$ cat config.mk
export PLATFORM = sky130hd
export DESIGN_NAME = ldt_req_dec
export DESIGN_NICKNAME = d
export VERILOG_FILES = /design/src/hw/rtl/ldt_pkg.sv /design/src/hw/rtl/ldt_req_dec.sv
export SDC_FILE = /design/constraint.sdc
export NUM_CORES = 1
export LEC_CHECK = 0
export BUFFER_PORTS_ARGS = -buffer_cell sky130_fd_sc_hd__buf_4
export CORE_AREA = 2 2 68 70
export DETAILED_ROUTE_END_ITERATION = 7
export DIE_AREA = 0 0 70 72
export PLACE_DENSITY = 0.7
export SLEW_MARGIN = 30
export SYNTH_ARGS = -nofsm -noshare
export SYNTH_HDL_FRONTEND = slang
export SYNTH_SLANG_ARGS = --single-unit
$ cat constraint.sdc
create_clock -name vclk -period 1.3
set_clock_uncertainty 0.05 [all_clocks]
set_input_delay 0.195 -clock vclk [all_inputs]
set_output_delay 0.195 -clock vclk [all_outputs]
set_load 0.02 [all_outputs]
$ cat src/hw/rtl/ldt_pkg.sv
// ----------------------------------------------------------------------------
// ldt_pkg
// Shared types and codes for the local descriptor table unit.
// ----------------------------------------------------------------------------
package ldt_pkg;

  // function codes
  localparam logic [7:0] CMD_READ         = 8'h00;
  localparam logic [7:0] CMD_WRITE_LEGACY = 8'h01;
  localparam logic [7:0] CMD_WRITE_EXT    = 8'h11;

  // status codes
  localparam logic [1:0] STATUS_OK      = 2'd0;
  localparam logic [1:0] STATUS_INVALID = 2'd1;
  localparam logic [1:0] STATUS_UNSUPP  = 2'd2;

  localparam logic [15:0] WRITE_BYTES   = 16'd16;
  localparam logic [3:0]  DESC_BYTES    = 4'd8;
  localparam logic [15:0] FLAG_MASK_OUT = 16'hd0ff;
  localparam logic [15:0] FLAG_FIXED    = 16'h0070;

  typedef struct packed {
    logic [7:0]  cmd;
    logic [15:0] entry_index;
    logic [15:0] byte_count;
    logic [31:0] seg_base;
    logic [19:0] seg_limit;
    logic        rx_only;
    logic [1:0]  contents;
    logic        not_present;
    logic        is_32bit;
    logic        page_granular;
    logic        usable_bit;
  } req_t;

  typedef struct packed {
    logic [1:0]  status;
    logic [3:0]  bytes_returned;
    logic [31:0] word_low;
    logic [31:0] word_high;
    logic [1:0]  seg_kind;
  } rsp_t;

  // one table entry as held in the memory
  typedef struct packed {
    logic [31:0] base;
    logic [19:0] limit;
    logic [15:0] flags;
    logic [1:0]  kind;
  } entry_t;

  localparam int ENTRY_W = $bits(entry_t);

  // decoded request, decoder to control
  typedef struct packed {
    logic       mem_read;  // entry must be fetched
    logic       mem_write; // entry is stored
    logic [1:0] status;    // status when no fetch is needed
    logic [1:0] kind;      // kind reported when no fetch is needed
    entry_t     entry;     // entry to store
  } dec_t;

endpackage

$ cat src/hw/rtl/ldt_req_dec.sv
// ----------------------------------------------------------------------------
// ldt_req_dec
// Request checker: validates a request and builds the entry to store.
// ----------------------------------------------------------------------------
module ldt_req_dec #(
  parameter int TABLE_ENTRIES = 8192
) (
  input  ldt_pkg::req_t req,
  output ldt_pkg::dec_t dec
);

  logic        in_range;
  logic        ext;
  logic        bad_write;
  logic [15:0] flags;

  assign in_range = {1'b0, req.entry_index} < 17'(TABLE_ENTRIES);
  assign ext      = (req.cmd == ldt_pkg::CMD_WRITE_EXT);

  // conforming code must be extended mode and not present
  assign bad_write = (req.byte_count != ldt_pkg::WRITE_BYTES) || !in_range ||
                     ((req.contents == 2'd3) && (!ext || !req.not_present));

  assign flags = {req.page_granular, req.is_32bit, 1'b0, req.usable_bit & ext,
                  4'b0000, ~req.not_present, 3'b000, req.contents,
                  ~req.rx_only, 1'b0} | ldt_pkg::FLAG_FIXED;

  always_comb begin
    dec             = '0;
    dec.entry.base  = req.seg_base;
    dec.entry.limit = req.seg_limit;
    dec.entry.flags = flags;
    dec.entry.kind  = {req.contents[1], req.is_32bit};
    unique case (req.cmd)
      ldt_pkg::CMD_READ: begin
        if (req.byte_count == 16'd0) begin
          dec.status = ldt_pkg::STATUS_OK;
        end else if (!in_range) begin
          dec.status = ldt_pkg::STATUS_INVALID;
        end else begin
          dec.mem_read = 1'b1;
        end
      end
      ldt_pkg::CMD_WRITE_LEGACY, ldt_pkg::CMD_WRITE_EXT: begin
        if (bad_write) begin
          dec.status = ldt_pkg::STATUS_INVALID;
        end else begin
          dec.mem_write = 1'b1;
          dec.status    = ldt_pkg::STATUS_OK;
          dec.kind      = {req.contents[1], req.is_32bit};
        end
      end
      default: begin
        dec.status = ldt_pkg::STATUS_UNSUPP;
      end
    endcase
  end

endmodule

==> impl_metrics.json <==
{
  "gr-total-overflow": 0,
  "synthesis.area_sq_um": 692,
  "ys_top_cells_by_area": "buf_4 73%, nor4_1 3.6%, nor4_4 3.1%",
  "clock.fmax_mhz": 576,
  "dieArea_sq_mm": 0.00504,
  "drt_iter0_drc": 1,
  "vias": 512,
  "leakage_nw": 0.392,
  "seq_cell_count": 0,
  "port_buffers": 47,
  "routabilityCongestion": 0.577,
  "drv_cap": 0,
  "routed_wl_um": 1740,
  "yosysWarnings": 0,
  "fin_util_pct": 19.2,
  "rows": 24,
  "fin_nets": 195,
  "setup_violations": 7,
  "antenna_found_initial": 0,
  "yosysTopAreaCell": "buf_4",
  "coreArea_sq_mm": 0.00426,
  "synthToLayoutAreaGrowth_pct": 18.1,
  "hold_class": "in2out",
  "critPathKind": "in2out",
  "worst_ir_drop_vdd_uv": 62.6,
  "fin_ws_ns": -0.436,
  "grt_pass1_wl_um": 2420,
  "avgRoutedWirePerCell_um": 11.9,
  "die_x_um": 70,
  "mostFrequentLayoutCells": "52 x buf_4, 9 x conb_1, 6 x buf_6",
  "grt_start_max_net_pins": 5,
  "dp_slack_ns": -0.530,
  "status": "complete, but fails checks",
  "worst-path-max-fanout": 2,
  "dr.pass1.iters": 2,
  "final_common_cell": "buf_4",
  "drc": 0,
  "io_pins": 175,
  "maxSlewViolCount": 0,
  "fill_cells": 479,
  "track_usage_pct": 5.89,
  "crit_path_start_kind": "input pin",
  "fin_crit_sh_pct": 134,
  "yosysUniqueCellTypes": 17,
  "fin_hold_ws_ns": 0.340,
  "die_h_um": 72,
  "drive_above_1_share_pct": 74.5,
  "synth_top_area_share_pct": 72.7,
  "end_kind": "output port",
  "cp.arrival_ns": 1.49,
  "final_antenna_net_count": 0,
  "via_per_inst": 3.51,
  "avgSynthCellArea_sq_um": 7.21,
  "ff_latch_area_sq_um": 0,
  "clkbuf_count": 0,
  "holdPathStages": 0,
  "grt_pass1_vias": 506,
  "ys_seq_area_share_pct": 0,
  "tns_ns": -2.17,
  "hold_violations": 0,
  "start_util_pct": 16.2,
  "synthCells": 96,
  "hpwl_um": 1430,
  "grt_setup_unrepaired": "yes",
  "violations": "negative setup slack",
  "diodes": 0,
  "place_area_sq_um": 737,
  "final_area_sq_um": 817,
  "layout_min_cycle_time_ns": 1.74,
  "required_ns": 1.05,
  "power.density_mw_per_mm2": 242
}
==> where the power goes <==
group / internal (mW) / leakage [nW] / switching [mW] / total, mW
Sequential: 0 / 0 / 0 / 0
Combinational: 0.105 / 0.392 / 0.0928 / 0.198
Clock: 0 / 0 / 0 / 0
Total: 0.105 / 0.392 / 0.0928 / 0.198
==> layer usage <==
| layer | wire length (um) | global-route usage, % | share of wire (%) | vias to the layer above |
|---|---|---|---|---|
| met2 | 784 | 9.31 | 45 | 43 |
| met1 | 602 | 7.02 | 35 | 219 |
| met5 | 0 | 0 | 0 | - |
| met3 | 257 | 1.67 | 15 | 20 |
| li1 | - | - | - | 230 |
| met4 | 95 | 3.85 | 5.5 | 0 |
==> final timing paths <==
kind  startpoint      end  slack [ns]
max      req[96]  dec[75]       -0.44
min       req[7]  dec[18]        0.34
==> critical path, stage by stage <==
cell and delay [ns]:
buf_6 0.10, nor4_4 0.28, buf_4 0.17, nor3b_2 0.17, o211ai_1 0.13, buf_4 0.16, nor4_4 0.11, buf_4 0.17
==> synth_stat cells <==
master,number
and2_1,2
nor4_4,1
o21ai_0,1
nor2_1,2
a41oi_2,1
nor3b_1,1
nor3b_2,1
nand2_1,4
nor4_2,1
o211ai_1,1
nor4_1,4
nor3_1,3
nand4_1,1
buf_4,67
o22ai_1,1
inv_1,3
conb_1,2
==> what timing repair did <==
action                     CTS  global route
buffers inserted             2             1
pin swaps                    7             2
hold buffers                 0             0
resized for setup            9             5
setup endpoints to repair    7             7
cloned                       0             0
==> cell type report <==
cell class / instances / area (sq um) / share of cell area [%]
multi-input cells: 33 / 283 / 34.6
repair buffers: 58 / 458 / 56.0
well taps: 52 / 65.1 / 7.96
inverters: 3 / 11.3 / 1.38
==> cells by family after synthesis <==
group                  after synthesis  synth area share, %
AO/OA/AOI/OAI                        4                 5.06
other                                2                 1.09
AND/OR/NAND/NOR                     20                 19.5
buffers and inverters               70                 74.3
==> stage by stage <==
stage | power (mW) | std cells
final | 0.198 | 146
after global routing | 0.212 | 146
after CTS | 0.193 | 146
after detailed placement | 0.183 | 144
after global placement | 0.181 | 144
after floorplan | 0.327 | 103
Power figures use the tool's default switching activity.
