`src/hw/rtl/ldt_ram.sv`:
```
// ----------------------------------------------------------------------------
// ldt_ram
// Generic single-port synchronous RAM, registered read.
// ----------------------------------------------------------------------------
module ldt_ram #(
  parameter int WIDTH = 8,
  parameter int DEPTH = 16,
  localparam int ADDR_W = (DEPTH > 1) ? $clog2(DEPTH) : 1
) (
  input  logic              clk,
  input  logic              we,
  input  logic [ADDR_W-1:0] addr,
  input  logic [WIDTH-1:0]  wdata,
  output logic [WIDTH-1:0]  rdata
);

  logic [WIDTH-1:0] mem [0:DEPTH-1];

  always_ff @(posedge clk) begin
    if (we) begin
      mem[addr] <= wdata;
    end
    rdata <= mem[addr];
  end

endmodule

```
`config.mk`:
```
export PLATFORM = sky130hd
export DESIGN_NAME = ldt_ram
export DESIGN_NICKNAME = d
export VERILOG_FILES = /design/src/hw/rtl/ldt_ram.sv
export SDC_FILE = /design/constraint.sdc
export NUM_CORES = 1
export LEC_CHECK = 0
export BUFFER_PORTS_ARGS = -buffer_cell sky130_fd_sc_hd__buf_2
export CORE_MARGIN = 5
export CORE_UTILIZATION = 45
export DETAILED_ROUTE_END_ITERATION = 8
export SYNTH_ARGS = -nofsm -noshare
export SYNTH_HDL_FRONTEND = slang
export SYNTH_SLANG_ARGS = --single-unit
```
`constraint.sdc`:
```
create_clock -name clk -period 2.4 [get_ports clk]
set_clock_uncertainty 0.15 [all_clocks]
set_input_delay 0.24 -clock clk [delete_from_list [all_inputs] [get_ports clk]]
set_output_delay 0.24 -clock clk [all_outputs]
set_load 0.005 [all_outputs]
```
==> results of run 1 <==
cells in the mapped netlist, drive strengths merged:
master | n | area [um2]
nand3 | 1 | 5.00
mux4 | 32 | 721
or3b | 1 | 8.76
dfxtp | 8 | 160
clkbuf | 3 | 12.5
nand2 | 9 | 33.8
and2 | 1 | 6.26
buf | 8 | 47.5
nand2b | 2 | 12.5
a22oi | 16 | 120
nor3 | 4 | 20.0
nor2b | 2 | 12.5
nor2 | 13 | 48.8
nand3b | 2 | 15.0
edfxtp | 128 | 3840
where the power goes:
group          internal, mW  switching, mW  total, mW
registers              2.66         0.0163       2.67
logic                 0.107          0.133      0.240
clock network          1.70          0.876       2.57
metrics by stage:
step           power [mW]  hold slack, ps  cell area, um2
2_1_floorplan        2.85             189            5070
3_3_place_gp         2.96             475            5480
3_5_place_dp         2.97             475            5480
4_1_cts              5.54            49.1            6080
5_1_grt              5.66            65.5            6080
6_report             5.49            63.6            6080
layer usage:
metal | vias to the layer above | routed length (um) | GRT usage (%)
met5 | - | 0 | 0
met4 | 0 | 177 | 6.26
met3 | 18 | 347 | 4.30
met2 | 41 | 4560 | 25.2
met1 | 1199 | 3990 | 19.4
li1 | 1067 | - | -
sequential cells by signal, indices dropped and copies added, names as in the netlist:
signal  flops
mem       128
rdata       8
worst max-delay path by stage:
stage | slack [ps] | cells past startpoint | end
2_1_floorplan | 520 | 2 | mem[0][0]
3_3_place_gp | 560 | 5 | rdata[5]
3_5_place_dp | 520 | 5 | rdata[4]
4_1_cts | 910 | 3 | rdata[4]
5_1_grt | 810 | 3 | rdata[0]
6_report | 900 | 3 | rdata[4]
worst max-delay path, stage by stage (launching register included):
cell	delay, ps
edfxtp_1	350
mux4_2	470
a22oi_1	320
nand2_1	90
logic make-up (layout without fill, tap and decap cells):
family	after synthesis	in the layout	share of synthesized area (%)
flip-flops	136	136	79.0
multiplexers	32	32	14.2
AND/OR/NAND/NOR	35	35	3.21
buffers and inverters	11	75	1.19
AO/OA/AOI/OAI	16	16	2.37
area by class of cell:
| type | instances | area [um2] |
|---|---|---|
| fill | 822 | 4860 |
| sequential | 136 | 4000 |
| multi-input combinational | 83 | 1000 |
| clock buffer | 22 | 474 |
| timing repair buffer | 43 | 295 |
| tap | 140 | 175 |
| clock inverter | 10 | 124 |
==> summary.md, run 1 <==
| Metric | Value |
|---|---|
| Antenna-violating nets left | 0 |
| Share of layout cells above drive strength 1 | 35.0% |
| GP Congestion | 0.726 |
| Commonest non-fill, non-tap cell in the layout | edfxtp_1 |
| Clk_lat worst skew | 410 ps |
| Hold_sp | wdata[5] |
| Initial Utilization | 46.3% |
| Die height | 116 um |
| Worst hold endpoint | mem[5][5] |
| Final worst setup slack | 903 ps |
| Vias in the first global route | 2626 |
| DR pass1 iterations | 4 |
| Cell variety after synth | 18 |
| H-tree Lvls | 4 |
| Via/cell ratio | 5.36 |
| Crit end category | flip-flop |
| Initial drt markers | 212 |
| Largest net degree at the start of global routing | 40 |
| WL/cell | 20.9 um |
| Post-CTS setup buffers | 0 |
| Yosys reg bits | 136 |
| CTS Buf Count | 17 |
| Leak Pwr | 2.04 nW |
| RSZ-0062 raised after global routing | no |
| Max-slew violations | 0 |
| Reg2reg setup slack | 900 ps |
| Total track usage | 15.3% |
| Reg2reg path depth | 3 |
| Final core occ | 55.6% |
| Initial antenna violation count | 0 |
| Nets@finish | 295 |
| Hold Buf Count CTS | 0 |
| Worst ir drop on vdd | 551 uV |
| Routed WL | 9.07 mm |
| Fmax | 668 MHz |
| IO buf count | 21 |
| Reg2reg start | mem[3][4] |
| CTS tree | built |
| Required @ worst endpoint | 2540 ps |
| Hold path depth | 1 |
| Clock Path Buffers | 2 |
| Worst Setup SP | mem[3][4] |
| Post-place setup slack | 524 ps |
| Commonest non-fill, non-tap cells in the layout | 128 x edfxtp_1, 32 x mux4_2, 21 x buf_2 |
| Clock-pin slew on the worst setup and hold paths | 50 ps |
| Final period util | 62.4% |
| Avg Synthesized Cell Area | 22.0 um2 |
| Crit path arrival time | 1640 ps |
| Final Hold Fails | 0 |
| Placed instance count | 402 |
| CP max FO | 1 |
| DRC Markers | 0 |
| Pwr per Cell Area | 903 nW/um2 |
| Clock net sink count | 136 |
| Area grow syn2layout | 19.9% |
| Root buffer cell | clkbuf_16 |
| Total of max-cap violations | 0 |
| DP HPWL | 5.98 mm |
| Min-Delay Path Class | in -> reg |
| Slew Limit Headroom | 50.6% |
| Core ar. | 10900 um2 |
| First-pass GRT wire length | 14.8 mm |
| Seq/Total Area, Yosys | 79.0% |
| Row cnt | 38 |
| FF-to-FF End | rdata[4] |
| Fin crit period | 1500 ps |
| Status | finished clean |
| Setup_tns | 0 ps |
| Warnings from Yosys | 0 |
| Number of cells upsized or downsized after cts | 0 |
| IO Pins | 22 |
| Post-Syn Instances | 230 |
| Die width | 116 um |
| Final setup viols | 0 |
| Critical path class | reg -> reg |
| Mapped Area | 5070 um2 |
| Vias post-DR | 2325 |
| Worst slew pin tran | 740 ps |
| GRT overflow | 0 |
| Fin cells | 434 |
| Crit start category | flip-flop |
| # diodes | 0 |
| DIE AREA | 13500 um2 |
| Syn_nets | 244 |
No activity file was read; power rests on OpenSTA's default activity.
==> inputs of run 2 (changes only) <==
ABC_AREA = 1   (was unset)
clock period = 1.25 ns   (was 2.4 ns; I/O delays follow)
==> run 2 against run 1 <==
Register-to-register slack worse by 810 ps. Cell count increased by 77%. Sequential power rose by 92%. Power increased by 93%. Synthesized cell count increased by 140%. Global-route usage rose by 2.5 points. Critical path depth increased by 5. Largest power group unchanged.
==> summary.md, run 2 <==
| Metric | Value |
|---|---|
| CP max FO | 1 (unchanged) |
| Reg2reg path depth | 8 (was 3) |
| DIE AREA | 14800 um2 (was 13500 um2) |
| Vias in the first global route | 3598 (was 2626) |
| Count leader, synth | nand2_1 (was edfxtp_1) |
| Via/cell ratio | 4.74 (was 5.36) |
| DRC Markers | 0 (unchanged) |
| CTS Buf Count | 17 (unchanged) |
| Clock Path Buffers | 2 (unchanged) |
| Largest net degree at the start of global routing | 38 (was 40) |
| First-pass GRT wire length | 19.4 mm (was 14.8 mm) |
| Asr flop ratio synth | 0% (unchanged) |
| Dominant cells by area after synthesis | edfxtp_1 69%, nand2_1 23%, dfxtp_1 2.9%, inv_1 1.4%, nor2_1 1.2% (was edfxtp_1 76%, mux4_2 14%, dfxtp_1 3.2%, a22oi_1 2.4%, nor2_1 0.96%) |
| Worst slew pin tran | 422 ps (was 740 ps) |
| Die width | 121 um (was 116 um) |
| Antenna-violating nets left | 0 (unchanged) |
| Min-Delay Path Class | in -> reg (unchanged) |
| Syn_nets | 562 (was 244) |
| Die height | 121 um (was 116 um) |
| Initial antenna violation count | 0 (unchanged) |
| Commonest non-fill, non-tap cells in the layout | 346 x nand2_1, 128 x edfxtp_1, 21 x buf_2 (was 128 x edfxtp_1, 32 x mux4_2, 21 x buf_2) |
| Post-synth EDFFs | 128 (unchanged) |
| Avg Synthesized Cell Area | 10.2 um2 (was 22.0 um2) |
| Largest register FFs | 128 (unchanged) |
| Reg2reg setup slack | 90 ps (was 900 ps) |
| Hold path depth | 1 (unchanged) |
| Overall Power | 10.6 mW (was 5.49 mW) |
| Top cell type's share of synthesized area | 68.7% (was 75.9%) |
| Vias post-DR | 3644 (was 2325) |
| GRT overflow | 0 (unchanged) |
| Row cnt | 40 (was 38) |
| Crit start category | flip-flop (unchanged) |
| DR pass1 iterations | 5 (was 4) |
| Max-slew violations | 0 (unchanged) |
| Hold Buf Count CTS | 2 (was 0) |
| Critical path class | reg -> reg (unchanged) |
| Clk_lat worst skew | 410 ps (about the same) |
| Area grow syn2layout | 20.8% (was 19.9%) |
| Routed WL | 12.3 mm (was 9.07 mm) |
| Crit end category | flip-flop (unchanged) |
| Required @ worst endpoint | 1390 ps (was 2540 ps) |
| Layout fillers | 1069 (was 822) |
| H-tree Lvls | 4 (unchanged) |
| Fin cells | 768 (was 434) |
| Final Hold Fails | 0 (unchanged) |
| Final core occ | 55.8% (was 55.6%) |
| DP HPWL | 7.89 mm (was 5.98 mm) |
| Worst ir drop on vdd | 1160 uV (was 551 uV) |
| Reg2reg start | mem[6][7] (was mem[3][4]) |
| Biggest regs | mem x128, rdata x8 (unchanged) |
| Core ar. | 12100 um2 (was 10900 um2) |
| Crit path arrival time | 1300 ps (was 1640 ps) |
| Yosys reg bits | 136 (unchanged) |
| Final period util | 92.7% (was 62.4%) |
| Total track usage | 17.8% (was 15.3%) |
| Post-Syn Instances | 548 (was 230) |
| Multi-input gate area | 1560 um2 (was 1000 um2) |
| IO buf count | 21 (unchanged) |
| FF-to-FF End | rdata[7] (was rdata[4]) |
| Fmax | 863 MHz (was 668 MHz) |
| Seq. cell area | 4000 um2 (unchanged) |
| # diodes | 0 (unchanged) |
| Seq/Total Area, Yosys | 71.6% (was 79.0%) |
| Fin crit period | 1160 ps (was 1500 ps) |
| Mapped Area | 5590 um2 (was 5070 um2) |
| Largest register by flop count | mem (unchanged) |
| Share of layout cells above drive strength 1 | 15.5% (was 35.0%) |
| IO Pins | 22 (unchanged) |
| Clock-pin slew on the worst setup and hold paths | 50 ps (about the same) |
| Status | finished clean (unchanged) |
| Final setup viols | 0 (unchanged) |
| GP Congestion | 0.820 (was 0.726) |
| CTS tree | built (unchanged) |
| Initial Utilization | 46.2% (was 46.3%) |
| Ys flop type | edfxtp_1 (unchanged) |
| Nets@finish | 601 (was 295) |
| Initial drt markers | 211 (was 212) |
| Cell variety after synth | 11 (was 18) |
| Pwr per Cell Area | 1570 nW/um2 (was 903 nW/um2) |
| Clock net sink count | 136 (unchanged) |
| Warnings from Yosys | 0 (unchanged) |
| Total of max-cap violations | 0 (unchanged) |
| RSZ-0062 raised after global routing | no (unchanged) |
| Hold_sp | wdata[0] (was wdata[5]) |
| Placed instance count | 734 (was 402) |
| Post-CTS setup buffers | 0 (unchanged) |
| Post-synth top area cell | edfxtp_1 (unchanged) |
| Leak Pwr | 2.84 nW (was 2.04 nW) |
| Setup_tns | 0 ps (unchanged) |
| Commonest non-fill, non-tap cell in the layout | nand2_1 (was edfxtp_1) |
| Slew Limit Headroom | 71.9% (was 50.6%) |
| Root buffer cell | clkbuf_16 (unchanged) |
| Worst hold endpoint | mem[6][0] (was mem[5][5]) |
| WL/cell | 16.0 um (was 20.9 um) |
| Post-synth top cells | 346 x nand2_1, 128 x edfxtp_1, 21 x inv_1 (was 128 x edfxtp_1, 32 x mux4_2, 16 x a22oi_1) |
| Number of cells upsized or downsized after cts | 0 (unchanged) |
[run 2: changes by cell type after synthesis, moves of 5 or more]
cell,change
nand2_1,+337
mux4_2,-32
inv_1,+21
a22oi_1,-16
buf_2,+10
buf_4,+6
nor2_1,+5
[run 2: cells by family after synthesis]
family | share of synthesized area (%)
flops | 71.6
simple gates | 24.8
buf+inv | 3.62
[run 2: worst max path at each step]
stage / cells after the start / end / startpoint
global route: 8 / rdata[6] / mem[7][6]
floorplan: 5 / mem[13][0] / addr[1]
CTS: 8 / rdata[7] / mem[1][7]
finish: 8 / rdata[7] / mem[6][7]
detailed placement: 4 / mem[11][6] / addr[0]
global placement: 4 / mem[11][4] / addr[0]
[run 2: metrics by stage]
step / hold slack, ps / cell area [um2] / worst slack [ps]
2_1_floorplan: 73.9 / 5810 / 2.26
6_report: 16.4 / 6760 / 90.9
3_5_place_dp: 351 / 6170 / -217
4_1_cts: 2.20 / 6760 / 64.9
5_1_grt: 10.8 / 6760 / 19.8
3_3_place_gp: 355 / 6170 / -204
[run 2: power breakdown]
part           internal [mW]  switching [mW]  total, mW
logic                  0.221           0.486      0.707
clock network           3.01            1.75       4.76
registers               5.10          0.0271       5.13
total                   8.33            2.26       10.6
[run 2: area by class of cell]
| type | count | area share [%] |
|---|---|---|
| repair buffers | 41 | 4.78 |
| well taps | 168 | 3.11 |
| clock buffers | 22 | 6.87 |
| clock inverters | 10 | 1.50 |
| flip-flops and latches | 136 | 59.3 |
| inverters | 23 | 1.35 |
| multi-input cells | 368 | 23.1 |
[run 2: per-layer routing]
metal,GRT usage (%),up-vias,wire length [um]
li1,-,1836,-
met3,4.20,8,544
met1,24.6,1721,5510
met5,0,-,0
met2,28.6,79,6170
met4,4.62,0,83
[run 2: worst max-delay path, stage by stage, from the launching register on]
cell and delay [ps]:
edfxtp_1 370, nand2_1 70, nand2_1 70, nand2_1 70
nand2_1 50, nand2_1 50, nand2_1 50, inv_1 100
nand2_1 70
